===== src/rtl/cpu8alu_pkg.sv =====
// Shared types and constants for the 8-bit accumulator ALU with flags.
// Holds the operation codes, the flag and request structs and the DAA constants.
// No dependencies; every other file of the block imports this package.
package cpu8alu_pkg;

  localparam int ModeWidth = 5;

  localparam logic [ModeWidth-1:0] MODE_ADD  = 5'd0;
  localparam logic [ModeWidth-1:0] MODE_ADC  = 5'd1;
  localparam logic [ModeWidth-1:0] MODE_SUB  = 5'd2;
  localparam logic [ModeWidth-1:0] MODE_SBC  = 5'd3;
  localparam logic [ModeWidth-1:0] MODE_AND  = 5'd4;
  localparam logic [ModeWidth-1:0] MODE_XOR  = 5'd5;
  localparam logic [ModeWidth-1:0] MODE_OR   = 5'd6;
  localparam logic [ModeWidth-1:0] MODE_CP   = 5'd7;
  localparam logic [ModeWidth-1:0] MODE_RLC  = 5'd8;
  localparam logic [ModeWidth-1:0] MODE_RRC  = 5'd9;
  localparam logic [ModeWidth-1:0] MODE_RL   = 5'd10;
  localparam logic [ModeWidth-1:0] MODE_RR   = 5'd11;
  localparam logic [ModeWidth-1:0] MODE_SLA  = 5'd12;
  localparam logic [ModeWidth-1:0] MODE_SRA  = 5'd13;
  localparam logic [ModeWidth-1:0] MODE_SWAP = 5'd14;
  localparam logic [ModeWidth-1:0] MODE_SRL  = 5'd15;
  localparam logic [ModeWidth-1:0] MODE_BIT  = 5'd16;
  localparam logic [ModeWidth-1:0] MODE_RES  = 5'd17;
  localparam logic [ModeWidth-1:0] MODE_SET  = 5'd18;
  localparam logic [ModeWidth-1:0] MODE_INC  = 5'd19;
  localparam logic [ModeWidth-1:0] MODE_DEC  = 5'd20;
  localparam logic [ModeWidth-1:0] MODE_DAA  = 5'd21;
  localparam logic [ModeWidth-1:0] MODE_CPL  = 5'd22;
  localparam logic [ModeWidth-1:0] MODE_SCF  = 5'd23;
  localparam logic [ModeWidth-1:0] MODE_CCF  = 5'd24;
  localparam logic [ModeWidth-1:0] MODE_RRCA = 5'd25;
  localparam logic [ModeWidth-1:0] MODE_RRA  = 5'd26;

  localparam logic [3:0] NIBBLE_MAX     = 4'hF;
  localparam logic [3:0] DAA_LOW_LIMIT  = 4'h9;
  localparam logic [7:0] DAA_HIGH_LIMIT = 8'h99;
  localparam logic [7:0] DAA_LOW_ADJ    = 8'h06;
  localparam logic [7:0] DAA_HIGH_ADJ   = 8'h60;

  typedef struct packed {
    logic z;
    logic n;
    logic h;
    logic c;
  } alu_flags_t;

  typedef struct packed {
    logic [ModeWidth-1:0] mode;
    logic [7:0]           a;
    logic [7:0]           v;
    logic [2:0]           bi;
    alu_flags_t           flags;
  } alu_req_t;

  typedef struct packed {
    logic [7:0] value;
    alu_flags_t flags;
  } alu_res_t;

endpackage


===== src/rtl/cpu8alu_core.sv =====
// Combinational datapath of the 8-bit ALU: one request in, one result and flags out.
// Depends on cpu8alu_pkg for operation codes, constants and structs.
module cpu8alu_core
  import cpu8alu_pkg::*;
(
  input  alu_req_t req,
  output alu_res_t res
);

  logic [8:0] sum9;
  logic [8:0] diff9;
  logic [4:0] hsum5;
  logic [4:0] hdiff5;
  logic       t;
  logic [7:0] mask;
  logic [7:0] adj;
  logic [7:0] r;
  logic [7:0] v;
  logic [7:0] a;
  logic       sc;
  alu_flags_t f;

  always_comb begin
    a      = req.a;
    v      = req.v;
    t      = (req.mode == MODE_ADC || req.mode == MODE_SBC) ? req.flags.c : 1'b0;
    sum9   = {1'b0, a} + {1'b0, v} + {8'd0, t};
    diff9  = {1'b0, a} - {1'b0, v} - {8'd0, t};
    hsum5  = {1'b0, a[3:0]} + {1'b0, v[3:0]} + {4'd0, t};
    hdiff5 = {1'b0, a[3:0]} - {1'b0, v[3:0]} - {4'd0, t};
    mask   = 8'd1 << req.bi;
    adj    = 8'd0;
    sc     = 1'b0;
    r      = a;
    f      = req.flags;

    unique case (req.mode)
      MODE_ADD, MODE_ADC: begin
        r = sum9[7:0];
        f = '{z: (sum9[7:0] == 8'd0), n: 1'b0, h: hsum5[4], c: sum9[8]};
      end
      MODE_SUB, MODE_SBC, MODE_CP: begin
        r = (req.mode == MODE_CP) ? a : diff9[7:0];
        f = '{z: (diff9[7:0] == 8'd0), n: 1'b1, h: hdiff5[4], c: diff9[8]};
      end
      MODE_AND: begin
        r = a & v;
        f = '{z: ((a & v) == 8'd0), n: 1'b0, h: 1'b1, c: 1'b0};
      end
      MODE_XOR: begin
        r = a ^ v;
        f = '{z: ((a ^ v) == 8'd0), n: 1'b0, h: 1'b0, c: 1'b0};
      end
      MODE_OR: begin
        r = a | v;
        f = '{z: ((a | v) == 8'd0), n: 1'b0, h: 1'b0, c: 1'b0};
      end
      MODE_RLC, MODE_RRC, MODE_RL, MODE_RR,
      MODE_SLA, MODE_SRA, MODE_SWAP, MODE_SRL: begin
        unique case (req.mode)
          MODE_RLC: begin
            sc = v[7];
            r  = {v[6:0], v[7]};
          end
          MODE_RRC: begin
            sc = v[0];
            r  = {v[0], v[7:1]};
          end
          MODE_RL: begin
            sc = v[7];
            r  = {v[6:0], req.flags.c};
          end
          MODE_RR: begin
            sc = v[0];
            r  = {req.flags.c, v[7:1]};
          end
          MODE_SLA: begin
            sc = v[7];
            r  = {v[6:0], 1'b0};
          end
          MODE_SRA: begin
            sc = v[0];
            r  = {v[7], v[7:1]};
          end
          MODE_SWAP: begin
            sc = 1'b0;
            r  = {v[3:0], v[7:4]};
          end
          default: begin
            sc = v[0];
            r  = {1'b0, v[7:1]};
          end
        endcase
        f = '{z: (r == 8'd0), n: 1'b0, h: 1'b0, c: sc};
      end
      MODE_BIT: begin
        r   = v;
        f.z = ~v[req.bi];
        f.n = 1'b0;
        f.h = 1'b1;
      end
      MODE_RES: r = v & ~mask;
      MODE_SET: r = v | mask;
      MODE_INC: begin
        r   = v + 8'd1;
        f.z = (v == 8'hFF);
        f.n = 1'b0;
        f.h = (v[3:0] == NIBBLE_MAX);
      end
      MODE_DEC: begin
        r   = v - 8'd1;
        f.z = (v == 8'd1);
        f.n = 1'b1;
        f.h = (v[3:0] == 4'd0);
      end
      MODE_DAA: begin
        if (!req.flags.n) begin
          if (req.flags.h || a[3:0] > DAA_LOW_LIMIT) begin
            adj = adj | DAA_LOW_ADJ;
          end
          if (req.flags.c || a > DAA_HIGH_LIMIT) begin
            adj = adj | DAA_HIGH_ADJ;
            f.c = 1'b1;
          end
          r = a + adj;
        end else begin
          if (req.flags.h) begin
            adj = adj | DAA_LOW_ADJ;
          end
          if (req.flags.c) begin
            adj = adj | DAA_HIGH_ADJ;
          end
          r = a - adj;
        end
        f.z = (r == 8'd0);
        f.h = 1'b0;
      end
      MODE_CPL: begin
        r   = ~a;
        f.n = 1'b1;
        f.h = 1'b1;
      end
      MODE_SCF: begin
        f.n = 1'b0;
        f.h = 1'b0;
        f.c = 1'b1;
      end
      MODE_CCF: begin
        f.n = 1'b0;
        f.h = 1'b0;
        f.c = ~req.flags.c;
      end
      MODE_RRCA: begin
        r = {a[0], a[7:1]};
        f = '{z: 1'b0, n: 1'b0, h: 1'b0, c: a[0]};
      end
      MODE_RRA: begin
        r = {req.flags.c, a[7:1]};
        f = '{z: 1'b0, n: 1'b0, h: 1'b0, c: a[0]};
      end
      default: begin
        r = a;
      end
    endcase

    res.value = r;
    res.flags = f;
  end

endmodule


===== src/rtl/cpu8_alu_with_flags_top.sv =====
// An accepted request is captured in the input register and its result in the result register.
// Throughput: one request per cycle while req_stall is low; an input register and a result register
// form a two-entry pipeline, so a request is taken while a result waits.
// Reset (synchronous, active high) clears both stage valid bits; payload is not reset.
// Depends on cpu8alu_pkg and cpu8alu_core.
module cpu8_alu_with_flags_top
  import cpu8alu_pkg::*;
(
  input  logic                 clk,
  input  logic                 rst,
  input  logic                 req_valid,
  output logic                 req_stall,
  input  logic [ModeWidth-1:0] mode,
  input  logic [7:0]           accumulator,
  input  logic [7:0]           operand,
  input  logic [2:0]           bit_index,
  input  logic                 zero_in,
  input  logic                 subtract_in,
  input  logic                 half_in,
  input  logic                 carry_in,
  output logic                 res_valid,
  input  logic                 res_stall,
  output logic [7:0]           result,
  output logic                 zero_out,
  output logic                 subtract_out,
  output logic                 half_out,
  output logic                 carry_out
);

  logic     stage_valid;
  alu_req_t stage_req;
  alu_res_t stage_res;
  alu_res_t res_q;
  logic     advance;

  assign advance   = !res_valid || !res_stall;
  assign req_stall = stage_valid && !advance;

  always_ff @(posedge clk) begin
    if (rst) begin
      stage_valid <= 1'b0;
    end else if (!req_stall) begin
      stage_valid <= req_valid;
    end
  end

  always_ff @(posedge clk) begin
    if (req_valid && !req_stall) begin
      stage_req <= '{mode: mode, a: accumulator, v: operand, bi: bit_index,
                     flags: '{z: zero_in, n: subtract_in, h: half_in, c: carry_in}};
    end
  end

  cpu8alu_core u_core (
    .req (stage_req),
    .res (stage_res)
  );

  always_ff @(posedge clk) begin
    if (rst) begin
      res_valid <= 1'b0;
    end else if (advance) begin
      res_valid <= stage_valid;
    end
  end

  always_ff @(posedge clk) begin
    if (advance && stage_valid) begin
      res_q <= stage_res;
    end
  end

  assign result       = res_q.value;
  assign zero_out     = res_q.flags.z;
  assign subtract_out = res_q.flags.n;
  assign half_out     = res_q.flags.h;
  assign carry_out    = res_q.flags.c;

endmodule


===== config.mk =====
export PLATFORM = sky130hd
export DESIGN_NAME = cpu8_alu_with_flags_top
export DESIGN_NICKNAME = d
export VERILOG_FILES = /design/src/rtl/cpu8alu_pkg.sv /design/src/rtl/cpu8alu_core.sv /design/src/rtl/cpu8_alu_with_flags_top.sv
export SDC_FILE = /design/constraint.sdc
export NUM_CORES = 1
export LEC_CHECK = 0
export BUFFER_PORTS_ARGS = -buffer_cell sky130_fd_sc_hd__buf_4
export CORE_UTILIZATION = 65
export CTS_CLUSTER_DIAMETER = 50
export DETAILED_ROUTE_END_ITERATION = 6
export PLACE_DENSITY = 0.95
export SLEW_MARGIN = 20
export SYNTH_ARGS = -nofsm -noshare
export SYNTH_HDL_FRONTEND = slang
export SYNTH_SLANG_ARGS = --single-unit

===== constraint.sdc =====
create_clock -name clk -period 7.6 [get_ports clk]
set_input_delay 0.76 -clock clk [delete_from_list [all_inputs] [get_ports clk]]
set_output_delay 0.76 -clock clk [all_outputs]
set_load 0.01 [all_outputs]

## Word-level counts from Yosys, hierarchy flattened

Cells that the tools add are included.

| storage, ports and cells | value |
|---|---|
| logic and storage cells | 123 |
| register bits | 42 |
| ROM bits | 0 |
| bits in writable memories | 0 |
| bits of input ports | 32 |
| latch bits | 0 |
| output and inout port bits | 14 |
| memories kept | 0 |

| cells by class | value |
|---|---|
| bitwise operators | 9 |
| divide/modulo/power cells | 0 |
| multipliers | 0 |
| equality and inequality tests | 29 |
| $add $sub $neg | 12 |
| reductions and logical operators | 30 |
| muxes and demuxes | 24 |
| order comparisons | 3 |
| shift operators | 1 |

Operators with widths:

| operator | number |
|---|---|
| $pmux 8 s15 | 1 |
| $mux 8 | 8 |
| $logic_not 8->1 | 7 |
| $pmux 8 s7 | 1 |
| $eq 5x5->1 const B | 11 |
| $eq 5x4->1 const B | 8 |
| $eq 5x3->1 const B | 4 |
| $reduce_or 19->1 | 1 |
| $and 8x8->8 | 2 |
| $not 8->8 | 2 |
| $or 8x8->8 | 2 |
| $reduce_or 15->1 | 1 |
| $mux 7 | 2 |
| $reduce_or 3->1 | 4 |
| $pmux 1 s11 | 1 |
| $eq 5x2->1 const B | 2 |
| $add 8x8->9 | 1 |
| $add 9x1->9 | 1 |
| $sub 8x8->9 | 1 |
| $sub 9x1->9 | 1 |
| $add 8x1->8 const B | 1 |
| $add 8x8->8 | 1 |
| $eq 8x1->1 const B | 1 |
| $eq 8x8->1 const B | 1 |
| 28 further kinds | 43 |

## Depth between registers and ports, before layout

Gate-level depths: netlist of the first run.

| logic depth | value |
|---|---|
| word-level depth | 11 |
| gate-level depth with buffers | 14 |

## Hierarchy

From an unflattened synthesis of the first run, not the netlist that was laid out.

| unflattened totals | value |
|---|---|
| cell total of the unflattened synthesis | 566 |
| area, all modules | 4860.9 µm² |

By module, submodules not included:

| module | instances | area each (µm²) | seq. area each (µm²) | cells each |
|---|---|---|---|---|
| cpu8alu_core | 1 | 3573.4 | 0.0 | 516 |
| cpu8_alu_with_flags_top | 1 | 1287.5 | 1241.2 | 50 |

## Least setup slack after synthesis of the first run

OpenSTA, ideal clock, no wires.

| timing path | value |
|---|---|
| path kind | reg2reg |
| start point | reg stage_req[25] (netlist bit) |
| end point | reg res_q (netlist bit zero_out), data pin |
| period minus slack after synthesis | 3210 ps |
| path buffers | 1 |
| required time | 7335 ps |
| arrival | 2944 ps |
| setup slack | 4390 ps |
| cell stages (with the launch flop) | 14 |
| path through | edfxtp_1 -> buf_4 -> nor2_1 -> nand3_1 -> inv_1 -> fa_1 -> ha_1 -> o21ai_1 -> nand2_1 -> o31a_1 -> or4b_2 -> nand3_1 -> o211a_1 -> a32oi_1 |

RTL lines:

| item | RTL line | RTL |
|---|---|---|
| start, declared | cpu8_alu_with_flags_top.sv:31 | `alu_req_t stage_req;` |
| start signal, assigned | cpu8_alu_with_flags_top.sv:49 | `stage_req <= '{mode: mode, a: accumulator, v: operand, bi: bit_index,` |
| end signal, assigned | cpu8_alu_with_flags_top.sv:69 | `res_q <= stage_res;` |
| end, declared | cpu8_alu_with_flags_top.sv:33 | `alu_res_t res_q;` |

==> results of run 1 <==
-- cells by family (layout without fill, tap and decap cells) --
group,after synthesis,count (layout)
multiplexers,12,12
adder cells (fa/ha/maj),47,47
AND/OR/NAND/NOR,213,213
XOR/XNOR,20,20
AO/OA/AOI/OAI,164,164
buffers and inverters,69,91
flip-flops,42,42
-- worst min-delay path, delay by kind of cell, from the launching register on --
kind             cells  cell delay (ps)
AND/OR/NAND/NOR      1               80
flip-flops           1              360
AO/OA/AOI/OAI        1               50
-- worst paths after layout --
kind	startpoint	to	slack, ps
min	stage_valid	res_valid	520
max reg2reg	stage_req[27]	zero_out	3750
min reg2reg	stage_valid	res_valid	520
max	stage_req[27]	zero_out	3750
-- metrics by stage --
step	instance area (um^2)	hold WS [ps]	std cells	util, %
finish	5110	525	685	74.5
global route	5110	545	685	74.5
CTS	5110	502	685	74.4
detailed placement	5000	482	677	72.8
global placement	5000	453	677	72.8
floorplan	4690	444	567	-
-- layer usage --
metal / up-vias / GRT usage, % / wire (um)
met4: 0 / 20.5 / 1020
met5: - / 0 / 0
met3: 110 / 15.3 / 2570
li1: 2158 / - / -
met2: 489 / 61.8 / 6370
met1: 2192 / 57.2 / 5700
-- registers in the layout (all words and copies together) (netlist names) --
signal and count:
half_out 1, zero_out 1, stage_valid 1, result 8, res_valid 1, subtract_out 1, carry_out 1, stage_req 28
-- layout by cell type (no fill, tap or decap), types with 6 or more instances in the layout --
cell      instances
a21oi_1          30
a22oi_1           9
a31oi_1          10
and3_1            8
buf_4            48
edfxtp_1         40
ha_1             43
inv_1            35
mux2i_1           8
nand2_1          56
nand2b_1         10
nand3_1          14
nand4_1           9
nor2_1           52
nor2b_1           8
nor3_1           13
nor4_1            9
o211ai_1          7
o21a_1            7
o21ai_0          35
o22ai_1           9
xnor2_1          13
xor2_1            6
-- layout make-up --
class / count / area [um^2]
Inverter: 35 / 131
Timing Repair Buffer: 48 / 360
Clock buffer: 6 / 72.6
Fill cell: 518 / 1750
Multi-Input combinational cell: 456 / 3150
Tap cell: 96 / 120
Clock inverter: 2 / 37.5
Sequential cell: 42 / 1240
-- power by group through the flow --
stage	combinational (uW)	clock [uW]	sequential, uW
floorplan	189	0	288
global placement	242	0	306
detailed placement	248	0	307
CTS	250	186	302
global route	279	191	305
finish	263	185	304
==> metrics.md, run 1 <==
| Metric | Value |
|---|---|
| Status | `complete, but fails checks` |
| Violated checks | `design-rule violations` |
| Vias | `4949` |
| Max Clock Freq | `260 MHz` |
| Post-synthesis compound-gate area fraction | `23.8%` |
| Nets@finish | `667` |
| Number of gates resized after cts | `0` |
| CTS Buf Count | `5` |
| GRT Resource Usage Total | `43.0%` |
| Fraction of registers with async set/reset | `0%` |
| Diode count | `0` |
| Routed vias/inst | `7.22` |
| Final Max Slew Viols | `0` |
| Max IR drop VDD | `94.3 uV` |
| Cells after synthesis | `567` |
| Worst path max stage delay | `870 ps` |
| Vias in the first global route | `4524` |
| Crit path max-delay family | `simple AND/OR/NAND/NOR gates` |
| Largest cells by area after synthesis | `edfxtp_1, ha_1, nand2_1, nor2_1, o21ai_0` |
| Net Sw Frac | `36.4%` |
| Power per standard cell area | `147 nW/um^2` |
| Stages on the worst setup path | `13` |
| Post-synth top cells | `nand2_1, nor2_1, ha_1` |
| Pre-CTS setup slack | `3830 ps` |
| Mux contribution to synthesized area | `3.15%` |
| Clk slew on worst S/H paths | `90 ps` |
| Worst-path fanout max | `23` |
| First-pass GRT wire length | `24.2 mm` |
| Area Overhead vs Synth | `8.98%` |
| Ratio of cells with drive above 1 in the final layout | `12.7%` |
| Clk sink count | `42` |
| DRT Wirelength | `15.7 mm` |
| Fin crit period | `3850 ps` |
| DR pass1 iterations | `7` |
| Critical path class | `reg -> reg` |
| Overall power | `751 uW` |
| Crit path arrival time | `3870 ps` |
| Sequential share of power | `40.4%` |
| Comb pwr share | `35.0%` |
| Cell internal pwr | `478 uW` |
| GPL Wtd Cong | `1.12` |
| Most frequent cell after synthesis | `nand2_1` |
| Dominant synthesized flop cell | `edfxtp_1` |
| CP Capture Type | `register` |
| Core Box Area | `6870 um^2` |
| Post-DP HPWL | `11.8 mm` |
| CTS H-tree lvls | `2` |
| Clock Path Buffers | `2` |
| # hold bufs at CTS | `0` |
| CTS tree | `done` |
| Netlist Area Pre-Place | `4690 um^2` |
| Clock root cell | `clkbuf_8` |
| Setup TNS | `0 ps` |
| Slew margin rel. | `47.4%` |
| Worst Path Buf+Inv | `2` |
| Initial antenna violation count | `0` |
| Final worst slack | `3750 ps` |
| Slowest CP cell | `edfxtp_1` |
| Switching pwr | `273 uW` |
| Die Span Y | `87.0 um` |
| Cell variety after synth | `75` |
| Number of setup buffers added after CTS | `0` |
| ANT nets after route | `0` |
| CP Cell Sequence | `nor2b_1 > nand3_1 > inv_1 > fa_1 > inv_1 > ha_1 > o21ai_1 > nand2_1 > o31a_1 > or4b_2 > nand3_1 > o211a_1 > a32oi_1` |
| Critical path required time | `7620 ps` |
| Drt drc | `33` |
| Largest family of logic cells by synthesized area | `compound AO/OA/AOI/OAI gates` |
| Setup Skew | `8.20 ps` |
| Starting Density | `68.3%` |
| IO buf count | `45` |
| Setup violators final | `0` |
| Hold path depth | `2` |
| Largest net degree at the start of global routing | `38` |
| Die width | `87.0 um` |
| Worst min path class | `reg -> reg` |
| Post-Synth XOR/XNOR Area | `3.89%` |
| Syn nets | `646` |
| Site row count | `30` |
| Adder-Cell Fraction of Synth Area | `13.2%` |
| Worst skew pair latency | `300 ps` |
| Total gr overflow | `0` |
| Number of flops mapped to enable cells by yosys | `40` |
| Startpoint Class | `register` |
| Reg2Reg Depth | `13` |
| WL/cell | `22.9 um` |
| First DRT Iteration DRCs | `1125` |
| Number of max-cap violations | `0` |
| Number of synthesized register bits | `42` |
| Syn. warnings | `0` |
| Seq/Total Area, Yosys | `26.4%` |
| Simple-gate portion of the synthesized area | `23.1%` |
| Leak | `0.00206 uW` |
| Yosys top cell area share | `25.6%` |
| Die area | `7560 um^2` |
| Synth area leader | `edfxtp_1` |
| Final hold violations | `0` |
| Final Cycle Share | `50.7%` |
| Clock network fraction of total power | `24.6%` |
| IO Count | `46` |
| RSZ-0062 raised after global routing | `false` |
| Worst-margin pin slew | `789 ps` |
| Mapped Avg Cell Area | `8.28 um^2` |
Note: power is estimated with default switching activity, not from simulation.
==> run 2, diff against run 1 <==
--- a/config.mk
+++ b/config.mk
@@ -6,10 +6,10 @@
 export NUM_CORES = 1
 export LEC_CHECK = 0
 export BUFFER_PORTS_ARGS = -buffer_cell sky130_fd_sc_hd__buf_4
-export CORE_UTILIZATION = 65
+export CORE_UTILIZATION = 61
 export CTS_CLUSTER_DIAMETER = 50
 export DETAILED_ROUTE_END_ITERATION = 6
-export PLACE_DENSITY = 0.95
+export PLACE_DENSITY = 0.92
 export SLEW_MARGIN = 20
 export SYNTH_ARGS = -nofsm -noshare
 export SYNTH_HDL_FRONTEND = slang
==> constraint.sdc (replaced) <==
create_clock -name clk -period 3.9 [get_ports clk]
set_input_delay 0.39 -clock clk [delete_from_list [all_inputs] [get_ports clk]]
set_output_delay 0.39 -clock clk [all_outputs]
set_load 0.01 [all_outputs]
==> metrics.md, run 2 (synthesis results as in run 1) <==
| Metric | Value |
|---|---|
| Reg2Reg Depth | `12 (was 13)` |
| First-pass GRT wire length | `26.2 mm (was 24.2 mm)` |
| Clk sink count | `42 (unchanged)` |
| Top sig layer | `met4 (unchanged)` |
| Die width | `89.7 um (was 87.0 um)` |
| ANT nets after route | `0 (unchanged)` |
| Area Overhead vs Synth | `10.7% (was 8.98%)` |
| Clk slew on worst S/H paths | `90 ps (about the same)` |
| Largest net degree at the start of global routing | `37 (was 38)` |
| Critical Path Start | `stage_req[16] (was stage_req[27])` |
| Post-place instance area | `5120 um^2 (was 5000 um^2)` |
| M1 WL | `6.31 mm (was 5.70 mm)` |
| Number of setup buffers added after CTS | `0 (unchanged)` |
| Number of gates resized after cts | `0 (unchanged)` |
| IO Count | `46 (unchanged)` |
| Final Cycle Share | `88.2% (was 50.7%)` |
| Final hold violations | `0 (unchanged)` |
| Clock root cell | `clkbuf_8 (unchanged)` |
| Initial antenna violation count | `0 (unchanged)` |
| Max Clock Freq | `291 MHz (was 260 MHz)` |
| Total gr overflow | `0 (unchanged)` |
| Drt drc | `0 (was 33)` |
| Die area | `8050 um^2 (was 7560 um^2)` |
| Setup Skew | `11.8 ps (was 8.20 ps)` |
| Most flops, register | `stage_req (unchanged)` |
| Worst skew pair latency | `310 ps (was 300 ps)` |
| CTS Buf Count | `5 (unchanged)` |
| Critical path class | `reg -> reg (unchanged)` |
| Startpoint Class | `register (unchanged)` |
| Worst-margin pin slew | `771 ps (was 789 ps)` |
| Status | `complete, no violations (was complete, but fails checks)` |
| DR pass1 iterations | `7 (unchanged)` |
| CP Capture Type | `register (unchanged)` |
| Comb pwr share | `39.0% (was 35.0%)` |
| Ratio of cells with drive above 1 in the final layout | `14.6% (was 12.7%)` |
| Starting Density | `64.0% (was 68.3%)` |
| First DRT Iteration DRCs | `854 (was 1125)` |
| Sequential share of power | `40.2% (was 40.4%)` |
| Hold slack | `235 ps (was 525 ps)` |
| Clock network fraction of total power | `20.8% (was 24.6%)` |
| Switching pwr | `543 uW (was 273 uW)` |
| Slew margin rel. | `48.4% (was 47.4%)` |
| DRT Wirelength | `17.0 mm (was 15.7 mm)` |
| RSZ-0062 raised after global routing | `false (unchanged)` |
| Max reg flops | `28 (unchanged)` |
| Most common cell after layout, fill and taps aside | `buf_4 (was nand2_1)` |
| Number of max-cap violations | `0 (unchanged)` |
| Wire length on met2 | `7.25 mm (was 6.37 mm)` |
| Reg2reg start | `stage_req[16] (was stage_req[27])` |
| Cell area after layout | `5200 um^2 (was 5110 um^2)` |
| Routed wl met3 | `2.32 mm (was 2.57 mm)` |
| Setup TNS | `0 ps (unchanged)` |
| Critical path required time | `4060 ps (was 7620 ps)` |
| CTS H-tree lvls | `2 (unchanged)` |
| IO buf count | `45 (unchanged)` |
| Critical Path Sink | `zero_out (unchanged)` |
| Core Box Area | `7330 um^2 (was 6870 um^2)` |
| Diode count | `0 (unchanged)` |
| Clock Path Buffers | `2 (unchanged)` |
| Leak | `0.00212 uW (was 0.00206 uW)` |
| Final Max Slew Viols | `0 (unchanged)` |
| Vias in the first global route | `4700 (was 4524)` |
| CTS tree | `done (unchanged)` |
| Worst min path class | `in -> reg (was reg -> reg)` |
| Cell internal pwr | `873 uW (was 478 uW)` |
| Setup violators final | `0 (unchanged)` |
| Vias | `5018 (was 4949)` |
| WL/cell | `24.2 um (was 22.9 um)` |
| GRT Resource Usage Total | `42.5% (was 43.0%)` |
| Fin crit period | `3440 ps (was 3850 ps)` |
| Reg2reg setup slack | `460 ps (was 3750 ps)` |
| Fill cells | `605 (was 518)` |
| Post-DP HPWL | `13.2 mm (was 11.8 mm)` |
| Net Sw Frac | `38.3% (was 36.4%)` |
| Worst-path fanout max | `12 (was 23)` |
| Routed vias/inst | `7.15 (was 7.22)` |
| # hold bufs at CTS | `0 (unchanged)` |
| GPL Wtd Cong | `1.11 (was 1.12)` |
| Power per standard cell area | `272 nW/um^2 (was 147 nW/um^2)` |
| Max IR drop VDD | `213 uV (was 94.3 uV)` |
| Nets@finish | `682 (was 667)` |
| Crit path arrival time | `3600 ps (was 3870 ps)` |
| Most frequent cells in the layout | `buf_4, nand2_1, nor2_1 (was nand2_1, nor2_1, buf_4)` |
| RR Endpoint | `zero_out (unchanged)` |
| Site row count | `31 (was 30)` |
| Die Span Y | `89.7 um (was 87.0 um)` |
[run 2: changes by cell type in the layout (fill, tap and decap cells not counted), sizes merged]
cell,previous run,this run
buf,48,63
bufinv,1,0
[run 2: worst min-delay path by stage]
stage	start	to	cells past startpoint
floorplan	stage_valid	res_valid	2
global placement	stage_valid	res_valid	2
detailed placement	stage_valid	res_valid	2
CTS	rst	stage_valid	2
global route	zero_in	stage_req[3]	1
finish	rst	stage_valid	2
[run 2: critical path, cell delays in order (launching register included)]
cell and delay, ps:
edfxtp_1 610, o21a_1 280, nor2_1 180, or2_2 170, nand2_1 80, ha_1 370
o21a_1 200, nor2_1 180, o2bb2ai_1 250, xnor2_1 150, nor4_1 430, nand3b_1 180
a32oi_1 220
[run 2: final cells by class]
| cell class | instances | area (um^2) | area share [%] |
|---|---|---|---|
| Sequential cell | 42 | 1240 | 23.9 |
| Tap cell | 99 | 124 | 2.38 |
| Clock buffer | 6 | 72.6 | 1.40 |
| Multi-Input combinational cell | 456 | 3150 | 60.6 |
| Clock inverter | 1 | 7.51 | 0.144 |
| Timing Repair Buffer | 63 | 473 | 9.10 |
| Inverter | 35 | 131 | 2.53 |
[run 2: layer usage]
| metal | track usage, % | vias to the layer above |
|---|---|---|
| met5 | 0 | - |
| met1 | 55.1 | 2289 |
| met2 | 66.0 | 441 |
| met4 | 22.8 | 0 |
| met3 | 9.73 | 108 |
| li1 | - | 2180 |
[run 2: power groups by stage]
stage | clock (uW) | combinational [uW] | sequential [uW]
finish | 294 | 552 | 570
global route | 302 | 589 | 572
CTS | 289 | 530 | 567
detailed placement | 0 | 528 | 577
global placement | 0 | 512 | 576
floorplan | 0 | 367 | 561
[run 2: metrics by stage]
step | cells | setup slack [ps] | power, uW | util, %
after global placement | 695 | 697 | 1090 | 69.8
final | 702 | 459 | 1420 | 70.9
after global routing | 702 | 187 | 1460 | 70.9
after CTS | 702 | 538 | 1390 | 70.9
after floorplan | 567 | 690 | 929 | -
after detailed placement | 695 | 558 | 1110 | 69.8
==> run 3, diff against run 2 <==
--- a/config.mk
+++ b/config.mk
@@ -5,11 +5,12 @@
 export SDC_FILE = /design/constraint.sdc
 export NUM_CORES = 1
 export LEC_CHECK = 0
-export BUFFER_PORTS_ARGS = -buffer_cell sky130_fd_sc_hd__buf_4
-export CORE_UTILIZATION = 61
+export CORE_UTILIZATION = 65
 export CTS_CLUSTER_DIAMETER = 50
 export DETAILED_ROUTE_END_ITERATION = 6
-export PLACE_DENSITY = 0.92
+export DONT_BUFFER_PORTS = 1
+export PLACE_DENSITY = 0.91
+export RECOVER_POWER = 100
 export SLEW_MARGIN = 20
 export SYNTH_ARGS = -nofsm -noshare
 export SYNTH_HDL_FRONTEND = slang
==> metrics.md, run 3 (synthesis results as in run 1) <==
| Metric | Value |
|---|---|
| Vias | `4823 (was 5018)` |
| Max reg flops | `28 (unchanged)` |
| Leak | `0.00188 uW (was 0.00212 uW)` |
| Final Max Slew Viols | `29 (was 0)` |
| Die width | `87.0 um (was 89.7 um)` |
| Max IR drop VDD | `162 uV (was 213 uV)` |
| Clock Path Buffers | `2 (unchanged)` |
| Number of max-cap violations | `1 (was 0)` |
| Pre-CTS setup slack | `462 ps (was 558 ps)` |
| IO Count | `46 (unchanged)` |
| Final Cycle Share | `91.0% (was 88.2%)` |
| Die Span Y | `87.0 um (was 89.7 um)` |
| Routed vias/inst | `7.40 (was 7.15)` |
| Worst Path Buf+Inv | `1 (was 0)` |
| Vias in the first global route | `4364 (was 4700)` |
| Most common cell after layout, fill and taps aside | `nand2_1 (was buf_4)` |
| Post-DP HPWL | `11.9 mm (was 13.2 mm)` |
| Critical path class | `reg -> reg (unchanged)` |
| Power per standard cell area | `285 nW/um^2 (was 272 nW/um^2)` |
| CTS Buf Count | `5 (unchanged)` |
| Setup Skew | `14.3 ps (was 11.8 ps)` |
| CP dominant cell by count | `nand3_1` |
| Most flops, register | `stage_req (unchanged)` |
| Status | `complete, but fails checks (was complete, no violations)` |
| Setup violators final | `0 (unchanged)` |
| Clock root cell | `clkbuf_8 (unchanged)` |
| GRT Resource Usage Total | `42.3% (was 42.5%)` |
| ANT nets after route | `0 (unchanged)` |
| Final worst slack | `353 ps (was 459 ps)` |
| CTS H-tree lvls | `2 (unchanged)` |
| Overall power | `1370 uW (was 1420 uW)` |
| Crit path max-delay family | `simple AND/OR/NAND/NOR gates (unchanged)` |
| Hold slack | `146 ps (was 235 ps)` |
| Die area | `7560 um^2 (was 8050 um^2)` |
| WL/cell | `24.2 um (about the same)` |
| Post-layout util | `70.2% (was 70.9%)` |
| Worst-path fanout max | `6 (was 12)` |
| Number of setup buffers added after CTS | `0 (unchanged)` |
| Starting Density | `68.3% (was 64.0%)` |
| Number of gates resized after cts | `0 (unchanged)` |
| Nets@finish | `634 (was 682)` |
| Largest net degree at the start of global routing | `37 (unchanged)` |
| Site row count | `30 (was 31)` |
| Ratio of cells with drive above 1 in the final layout | `6.83% (was 14.6%)` |
| Worst path max stage delay | `620 ps (was 610 ps)` |
| First DRT Iteration DRCs | `976 (was 854)` |
| IO buf count | `0 (was 45)` |
| Drt drc | `2 (was 0)` |
| Critical path required time | `3930 ps (was 4060 ps)` |
| Reg2reg start | `stage_req[25] (was stage_req[16])` |
| Clk sink count | `42 (unchanged)` |
| Final hold violations | `0 (unchanged)` |
| Critical Path Start | `stage_req[25] (was stage_req[16])` |
| Worst-margin pin slew | `1620 ps (was 771 ps)` |
| Diode count | `0 (unchanged)` |
| Most frequent cells in the layout | `nand2_1, nor2_1, ha_1 (was buf_4, nand2_1, nor2_1)` |
| Max Clock Freq | `282 MHz (was 291 MHz)` |
| # hold bufs at CTS | `0 (unchanged)` |
| GPL Wtd Cong | `1.17 (was 1.11)` |
| CTS tree | `done (unchanged)` |
| CP Cell Sequence | `nor2_1 > nand3_1 > inv_1 > fa_1 > ha_1 > o21ai_0 > nand2_1 > o31a_1 > or4b_2 > nand3_1 > o211a_1 > a32oi_1 (was o21a_1 > nor2_1 > or2_2 > nand2_1 > ha_1 > o21a_1 > nor2_1 > o2bb2ai_1 > xnor2_1 > nor4_1 > nand3b_1 > a32oi_1)` |
| Worst min path class | `in -> reg (unchanged)` |
| Core Box Area | `6870 um^2 (was 7330 um^2)` |
| DR pass1 iterations | `7 (unchanged)` |
| Hold Startpoint | `rst (unchanged)` |
| Slowest CP cell | `or4b_2 (was edfxtp_1)` |
| Total gr overflow | `0 (unchanged)` |
| Clk slew on worst S/H paths | `100 ps (was 90 ps)` |
| Setup TNS | `0 ps (unchanged)` |
| Startpoint Class | `register (unchanged)` |
| Initial antenna violation count | `0 (unchanged)` |
| First-pass GRT wire length | `23.7 mm (was 26.2 mm)` |
| DRT Wirelength | `15.8 mm (was 17.0 mm)` |
| Violated checks | `design-rule violations, max-capacitance violations, max-slew violations` |
| Worst skew pair latency | `300 ps (was 310 ps)` |
| Fin crit period | `3550 ps (was 3440 ps)` |
| Crit path arrival time | `3580 ps (was 3600 ps)` |
| Area Overhead vs Synth | `2.75% (was 10.7%)` |
| CP Capture Type | `register (unchanged)` |
| RSZ-0062 raised after global routing | `false (unchanged)` |
| Slew margin rel. | `-7.92% (was 48.4%)` |
==> run 3: area by class of cell <==
cell class                 count  area [um^2]
timing repair buffer          15          105
inverter                      35          131
fill                         557         2050
tap                           96          120
multi-input combinational    456         3140
sequential                    42         1240
clock inverter                 3         18.8
clock buffer                   5         68.8
==> run 3: routing by layer <==
metal	share of wire, %	track usage, %
met1	37	56.8
met3	15	11.7
met2	41	61.1
met5	0	0
met4	7.2	24.1
==> run 3: worst paths after layout <==
kind                                  end  slack [ps]  cells after the start
worst max register to register   zero_out         350                     12
worst min-delay path            res_valid         150                      1
worst min register to register  res_valid         490                      2
worst max-delay path             zero_out         350                     12
==> run 3: stage by stage <==
| stage | area (um^2) | std cells |
|---|---|---|
| after floorplan | 4690 | 567 |
| after global placement | 4750 | 644 |
| after detailed placement | 4750 | 644 |
| after CTS | 4840 | 652 |
| after global routing | 4820 | 652 |
| final | 4820 | 652 |
==> run 3: power by group <==
group,internal [uW],switching [uW]
Sequential,532,45.5
Clock,127,175
Combinational,184,309
